`src/hdl/prc_pkg.sv`:
```
// ----------------------------------------------------------------------------
// prc_pkg: shared types and constants of the polygon rectangle clipper
// Beat payloads, vertex storage format, sequencer states, divider handshake.
// ----------------------------------------------------------------------------
package prc_pkg;

    localparam int MAX_OUT_VERTICES = 32;
    localparam int COORD_BITS       = 16;
    localparam int IDX_W            = $clog2(MAX_OUT_VERTICES);
    localparam int CNT_W            = IDX_W + 1;
    localparam int DIF_W            = COORD_BITS + 1;
    localparam int PROD_W           = 2 * DIF_W;
    localparam int NUM_W            = PROD_W + 2;
    localparam int AREA_W           = PROD_W + IDX_W;
    localparam int QUO_W            = COORD_BITS + 1;
    localparam int QCNT_W           = $clog2(QUO_W + 1);
    localparam int PADDR_W          = 4;

    typedef logic signed [COORD_BITS-1:0] coord_t;
    typedef logic signed [DIF_W-1:0]      dif_t;

    typedef struct packed {
        coord_t x;
        coord_t y;
    } vtx_t;

    typedef struct packed {
        coord_t vertex_x;
        coord_t vertex_y;
        logic   final_vertex;
    } vtx_in_t;

    typedef struct packed {
        coord_t out_x;
        coord_t out_y;
        logic   last_out;
        logic   result_empty;
        logic   overflow;
    } vtx_out_t;

    // register indexes (byte address bits [3:2])
    localparam logic [1:0] REG_X_MIN = 2'd0;
    localparam logic [1:0] REG_X_MAX = 2'd1;
    localparam logic [1:0] REG_Y_MIN = 2'd2;
    localparam logic [1:0] REG_Y_MAX = 2'd3;

    typedef enum logic [3:0] {
        ST_LOAD,
        ST_FIRST,
        ST_CAP,
        ST_EDGE,
        ST_MUL,
        ST_SUM,
        ST_DIV_GO,
        ST_DIV_WAIT,
        ST_PUSHB,
        ST_ADV,
        ST_ORD,
        ST_OWR,
        ST_OEMPTY
    } prc_state_t;

    typedef struct packed {
        logic                     start;
        logic signed [NUM_W-1:0]  num;
        dif_t                     den;
    } div_req_t;

    typedef struct packed {
        logic   done;
        coord_t quo;
    } div_rsp_t;

endpackage

```
`src/hdl/prc_div.sv`:
```
// ----------------------------------------------------------------------------
// prc_div: rounding signed divider for edge intersections
// Quotient of num/den rounded to nearest, ties away from zero, one bit a cycle.
// ----------------------------------------------------------------------------
module prc_div
    import prc_pkg::*;
(
    input  logic     clk,
    input  logic     rst_n,
    input  div_req_t req,
    output div_rsp_t rsp
);

    logic                  prep_reg, prep_next;
    logic                  run_reg, run_next;
    logic                  done_reg, done_next;
    logic [QCNT_W-1:0]     cnt_reg, cnt_next;
    logic                  sign_reg;
    logic [COORD_BITS-1:0] den_reg;
    logic [NUM_W-1:0]      mag_reg;
    logic [COORD_BITS-1:0] rem_reg;
    logic [QUO_W-1:0]      shf_reg;
    logic [QUO_W-1:0]      quo_reg;

    logic [NUM_W-1:0]      num_abs;
    dif_t                  den_abs;
    logic [NUM_W-1:0]      tot;
    logic [COORD_BITS:0]   rs;
    logic [COORD_BITS:0]   rs_diff;
    logic                  ge;
    logic [QUO_W-1:0]      q_signed;

    assign num_abs = req.num[NUM_W-1] ? NUM_W'(-req.num) : NUM_W'(req.num);
    assign den_abs = req.den[DIF_W-1] ? -req.den : req.den;
    assign tot     = mag_reg + NUM_W'(den_reg >> 1);
    assign rs      = {rem_reg, shf_reg[QUO_W-1]};
    assign rs_diff = rs - {1'b0, den_reg};
    assign ge      = (rs >= {1'b0, den_reg});

    always_comb
    begin
        prep_next = 1'b0;
        run_next  = run_reg;
        done_next = 1'b0;
        cnt_next  = cnt_reg;
        if (req.start)
        begin
            prep_next = 1'b1;
        end
        else if (prep_reg)
        begin
            run_next = 1'b1;
            cnt_next = QCNT_W'(QUO_W);
        end
        else if (run_reg)
        begin
            cnt_next = cnt_reg - 1'b1;
            if (cnt_reg == QCNT_W'(1))
            begin
                run_next  = 1'b0;
                done_next = 1'b1;
            end
        end
    end

    always_ff @(posedge clk or negedge rst_n)
    begin
        if (!rst_n)
        begin
            prep_reg <= 1'b0;
            run_reg  <= 1'b0;
            done_reg <= 1'b0;
            cnt_reg  <= '0;
        end
        else
        begin
            prep_reg <= prep_next;
            run_reg  <= run_next;
            done_reg <= done_next;
            cnt_reg  <= cnt_next;
        end
    end

    always_ff @(posedge clk)
    begin
        if (req.start)
        begin
            mag_reg  <= num_abs;
            den_reg  <= den_abs[COORD_BITS-1:0];
            sign_reg <= req.num[NUM_W-1] ^ req.den[DIF_W-1];
            quo_reg  <= '0;
        end
        else if (prep_reg)
        begin
            // the rounded quotient fits QUO_W bits, so the top part is below den
            rem_reg <= tot[QUO_W+COORD_BITS-1:QUO_W];
            shf_reg <= tot[QUO_W-1:0];
        end
        else if (run_reg)
        begin
            rem_reg <= ge ? rs_diff[COORD_BITS-1:0] : rs[COORD_BITS-1:0];
            quo_reg <= {quo_reg[QUO_W-2:0], ge};
            shf_reg <= shf_reg << 1;
        end
    end

    assign q_signed = sign_reg ? (~quo_reg + 1'b1) : quo_reg;
    assign rsp.done = done_reg;
    assign rsp.quo  = q_signed[COORD_BITS-1:0];

endmodule

```
`config.mk`:
```
export PLATFORM = sky130hd
export DESIGN_NAME = prc_div
export DESIGN_NICKNAME = d
export VERILOG_FILES = /design/src/hdl/prc_pkg.sv /design/src/hdl/prc_div.sv
export SDC_FILE = /design/constraint.sdc
export NUM_CORES = 1
export LEC_CHECK = 0
export BUFFER_PORTS_ARGS = -buffer_cell sky130_fd_sc_hd__buf_4
export CORE_ASPECT_RATIO = 1.25
export CORE_MARGIN = 2
export CORE_UTILIZATION = 50
export DETAILED_ROUTE_END_ITERATION = 10
export GPL_TIMING_DRIVEN = 1
export PLACE_DENSITY_LB_ADDON = 0.08
export SYNTH_ARGS = -nofsm -noshare
export SYNTH_HDL_FRONTEND = slang
export SYNTH_SLANG_ARGS = --single-unit
```
`constraint.sdc`:
```
create_clock -name clk -period 6 [get_ports clk]
set_clock_uncertainty 0.2 [all_clocks]
set_input_delay 1.2 -clock clk [delete_from_list [all_inputs] [get_ports clk]]
set_output_delay 1.2 -clock clk [all_outputs]
set_load 0.005 [all_outputs]
```
==> Implementation_results.wiki <==
{| class="wikitable"
! Metric !! Value
|-
| # diodes || 0
|-
| Commonest register cell after synthesis || sky130_fd_sc_hd__edfxtp_1
|-
| Power consumption || ~3.0 mW
|-
| Post-Place Worst Slack || between 1.5 and 2 ns
|-
| # hold bufs at CTS || 0
|-
| Effective utilization at floorplan || between 50% and 60%
|-
| Via count normalized by instance count || around 5.7
|-
| Mux contribution to synthesized area || under 10%
|-
| Die height || 138 µm
|-
| Post-synthesis simple-gate area fraction || approximately 16%
|-
| Buffers inserted by post-CTS timing repair || 0
|-
| Data required time at the worst endpoint || approximately 5.9 ns
|-
| Number of clock sinks || ~110
|-
| Mapped Area || slightly above 0.007 mm²
|-
| Post-Syn Nets || around 820
|-
| Final cycle utilization of the critical path || roughly 63%
|-
| Insertion delay to the later sink of the worst-skew pair || about 0.35 ns
|-
| Power per cell area || around 370 mW/mm²
|-
| Main combinational cell family by area after synthesis || simple AND/OR/NAND/NOR gates
|-
| CP startpoint kind || input port
|-
| Synth Area per Inst || roughly 9.8 µm²
|-
| Actual transition at the worst max-transition pin || just over 1 ns
|-
| Critical path capture point type || register
|-
| Endpoints failing hold || 0
|-
| Pin count of the biggest net entering global routing || 65
|-
| Number of flip-flops under the largest register name || 33
|-
| DRT antenna net count || 0
|-
| Final max-slew violation count || 0
|-
| Number of flops mapped to enable cells by yosys || 83
|-
| Global-route wire length before repair || ~25,000 µm
|-
| Max-slew headroom || 30.8%
|-
| Root Driver || sky130_fd_sc_hd__clkbuf_16
|-
| Fmax || between 0.2 and 0.3 GHz
|-
| Clock tree from TritonCTS || built
|-
| Via total after detailed routing || about 5,600
|-
| Number of buffers created by CTS || 9
|-
| Peak VDD IR || around 0.00017 V
|-
| # nets final || between 800 and 900
|-
| Die ar. || ~0.015 mm²
|-
| Min Clock Period, post-route || 3.81 ns
|-
| Seq cells post-synth || around 110
|-
| Static Leakage || around 3.2 nW
|-
| Vias in the first global route || 5,317
|-
| DRC errors left || 0
|-
| Die X || 111 µm
|-
| Violation count after the first detailed-route iteration || about 400
|-
| Register area share after synthesis || between 40% and 50%
|-
| Detailed-routing iteration count for the pre-antenna-repair pass || 4
|-
| Maximum number of buffers from clock root to sink || 2
|-
| Number of instances in the synthesized netlist || 729
|-
| All-Layer GR Usage || 20.7%
|-
| Total Routed Length || between 15,000 and 20,000 µm
|-
| Area Growth Syn to Fin || 13.4%
|-
| Wire per inst || ~16 µm
|-
| Compound-cell area share of the yosys netlist || between 10% and 20%
|-
| Initial antenna violation count || 0
|-
| Number of failing setup endpoints in the final timing report || 0
|-
| Tightest Hold Check Type || reg2reg
|-
| Total negative slack || 0 ns
|-
| CTS-repair resized insts || 0
|-
| Number of max-capacitance violations reported || 0
|-
| Placeable core region || ~0.014 mm²
|-
| Crit path kind || in2reg
|-
| Share of cells above drive strength 1 || between 10% and 20%
|-
| Async set or reset register ratio after synthesis || 7.48%
|-
| Count of different cell masters after synthesis || 59
|-
| CP Max Fanout || 5
|-
| Post-Synth Adder-Cell Area || under 10%
|-
| Outcome || finished, final reports clean
|-
| Count of buffers inserted at the top-level ports || 70
|-
| Worst setup slack after layout || 2.19 ns
|-
| Detailed placement HPWL || roughly 12,000 µm
|-
| H-Tree Depth || 3
|-
| Total overflow reported by the global router || 0
|-
| Worst Path Arrival || between 3 and 4 ns
|-
| I/O pin cnt || 73
|-
| Clock-pin slew on the worst setup and hold paths || 0.07 ns
|-
| Final core occ || 58.4%
|-
| Unrepaired setup endpoints after global routing || no
|-
| Xor and xnor fraction of the mapped netlist area || 12.3%
|-
| Final Wtd Congestion || 0.978
|-
| Count of yosys warnings during synthesis || 0
|-
| Placement row count || 48
|}
[stage by stage]
step | instance area, µm² | hold slack, ns | cells
after CTS | 8100 | 0.272 | 966
after detailed placement | 7800 | 0.262 | 950
after global routing | 8100 | 0.291 | 966
after floorplan | 7150 | 0.249 | 729
after global placement | 7800 | 0.259 | 950
final | 8100 | 0.270 | 966
[power by group]
part           switching [mW]  leakage (nW)  internal, mW
Combinational           0.751          1.99         0.588
Sequential             0.0910          1.04          1.00
Clock                   0.269         0.147         0.327
Total                    1.11          3.18          1.92
[worst max-delay path, stage by stage]
cell	delay [ns]
sky130_fd_sc_hd__buf_4	0.12
sky130_fd_sc_hd__or4_4	0.54
sky130_fd_sc_hd__or3_4	0.36
sky130_fd_sc_hd__or4_4	0.53
sky130_fd_sc_hd__nand2b_4	0.18
sky130_fd_sc_hd__or4_4	0.43
sky130_fd_sc_hd__o41ai_2	0.24
sky130_fd_sc_hd__xnor2_1	0.10
[area by class of cell]
cell class,instances,area (µm²)
fillers,1181,5770
flip-flops and latches,107,3010
multi-input cells,559,3890
clock inverters,7,75.1
well taps,175,219
clock buffers,9,225
repair buffers,72,541
inverters,37,139
[logic make-up (layout without fill, tap and decap cells)]
| group | after synthesis | count (layout) |
|---|---|---|
| buffers and inverters | 63 | 125 |
| AOI/OAI and AO/OA | 156 | 156 |
| muxes | 37 | 37 |
| adders and majority gates | 38 | 38 |
| and+or+nand+nor | 228 | 228 |
| xor gates and xnor gates | 100 | 100 |
| DFF | 107 | 107 |
[cell usage after synthesis (all sizes together) (6+ instances only)]
cell type | number | share of area (%)
xor2 | 22 | 2.7
o21ai | 38 | 2.7
dfrtp | 8 | 2.8
a21o | 7 | 0.74
nand2b | 12 | 1.2
xnor2 | 78 | 9.6
inv | 37 | 1.9
nor2b | 6 | 0.53
dfxtp | 16 | 4.5
clkbuf | 23 | 1.2
edfxtp | 83 | 35
mux2i | 24 | 3.4
nor2 | 37 | 1.9
o41ai | 9 | 1.2
a21oi | 43 | 3.0
ha | 36 | 6.3
nand4 | 6 | 0.53
nor3 | 17 | 1.2
or4 | 12 | 1.4
nand2 | 87 | 4.6
and3 | 6 | 0.53
or3 | 14 | 1.3
mux2 | 13 | 2.0
o31ai | 17 | 1.8
nand3 | 16 | 1.1
a211oi | 6 | 0.63
[metal layers]
layer  part of all wire, %  wire, µm  track usage, %
met1                    42      6560            24.5
met2                    52      8020            38.8
met3                   3.3       513            2.16
met4                   2.3       361            8.40
met5                     0         0               0
[path summary, 6_finish.rpt]
kind                            cells past startpoint         from           to  slack, ns
worst max-delay path                                8      req[22]  mag_reg[31]       2.19
worst min register to register                      2  quo_reg[15]  quo_reg[15]       0.27
worst max register to register                      9   den_reg[5]   rem_reg[5]       2.34
max in group asynchronous                           1        rst_n     prep_reg       5.02
worst min-delay path                                2  quo_reg[15]  quo_reg[15]       0.27
min in group asynchronous                           1        rst_n   cnt_reg[2]       0.45
[layout by cell type (no fill, tap or decap), types with 4 or more instances in the layout]
master and instances:
sky130_fd_sc_hd__o21ai_0 38, sky130_fd_sc_hd__dfxtp_1 16, sky130_fd_sc_hd__buf_4 72, sky130_fd_sc_hd__xor2_1 22, sky130_fd_sc_hd__nand2b_1 11, sky130_fd_sc_hd__ha_1 36, sky130_fd_sc_hd__o31ai_1 17, sky130_fd_sc_hd__mux2_2 13
sky130_fd_sc_hd__nor2_1 37, sky130_fd_sc_hd__or4_1 9, sky130_fd_sc_hd__nor3_1 17, sky130_fd_sc_hd__nand4_1 6, sky130_fd_sc_hd__a31oi_1 5, sky130_fd_sc_hd__clkbuf_16 9, sky130_fd_sc_hd__inv_1 37, sky130_fd_sc_hd__and3_1 6
sky130_fd_sc_hd__o41ai_1 8, sky130_fd_sc_hd__nor4_1 4, sky130_fd_sc_hd__nand3_1 16, sky130_fd_sc_hd__and2_1 5, sky130_fd_sc_hd__a211oi_1 6, sky130_fd_sc_hd__o211ai_1 5, sky130_fd_sc_hd__edfxtp_1 83, sky130_fd_sc_hd__a21o_1 7
sky130_fd_sc_hd__dfrtp_1 8, sky130_fd_sc_hd__nor2b_1 6, sky130_fd_sc_hd__or3_1 13, sky130_fd_sc_hd__nand2_1 86, sky130_fd_sc_hd__a21oi_1 43, sky130_fd_sc_hd__mux2i_1 24, sky130_fd_sc_hd__xnor2_1 78
(Power assumes the default switching activity.)
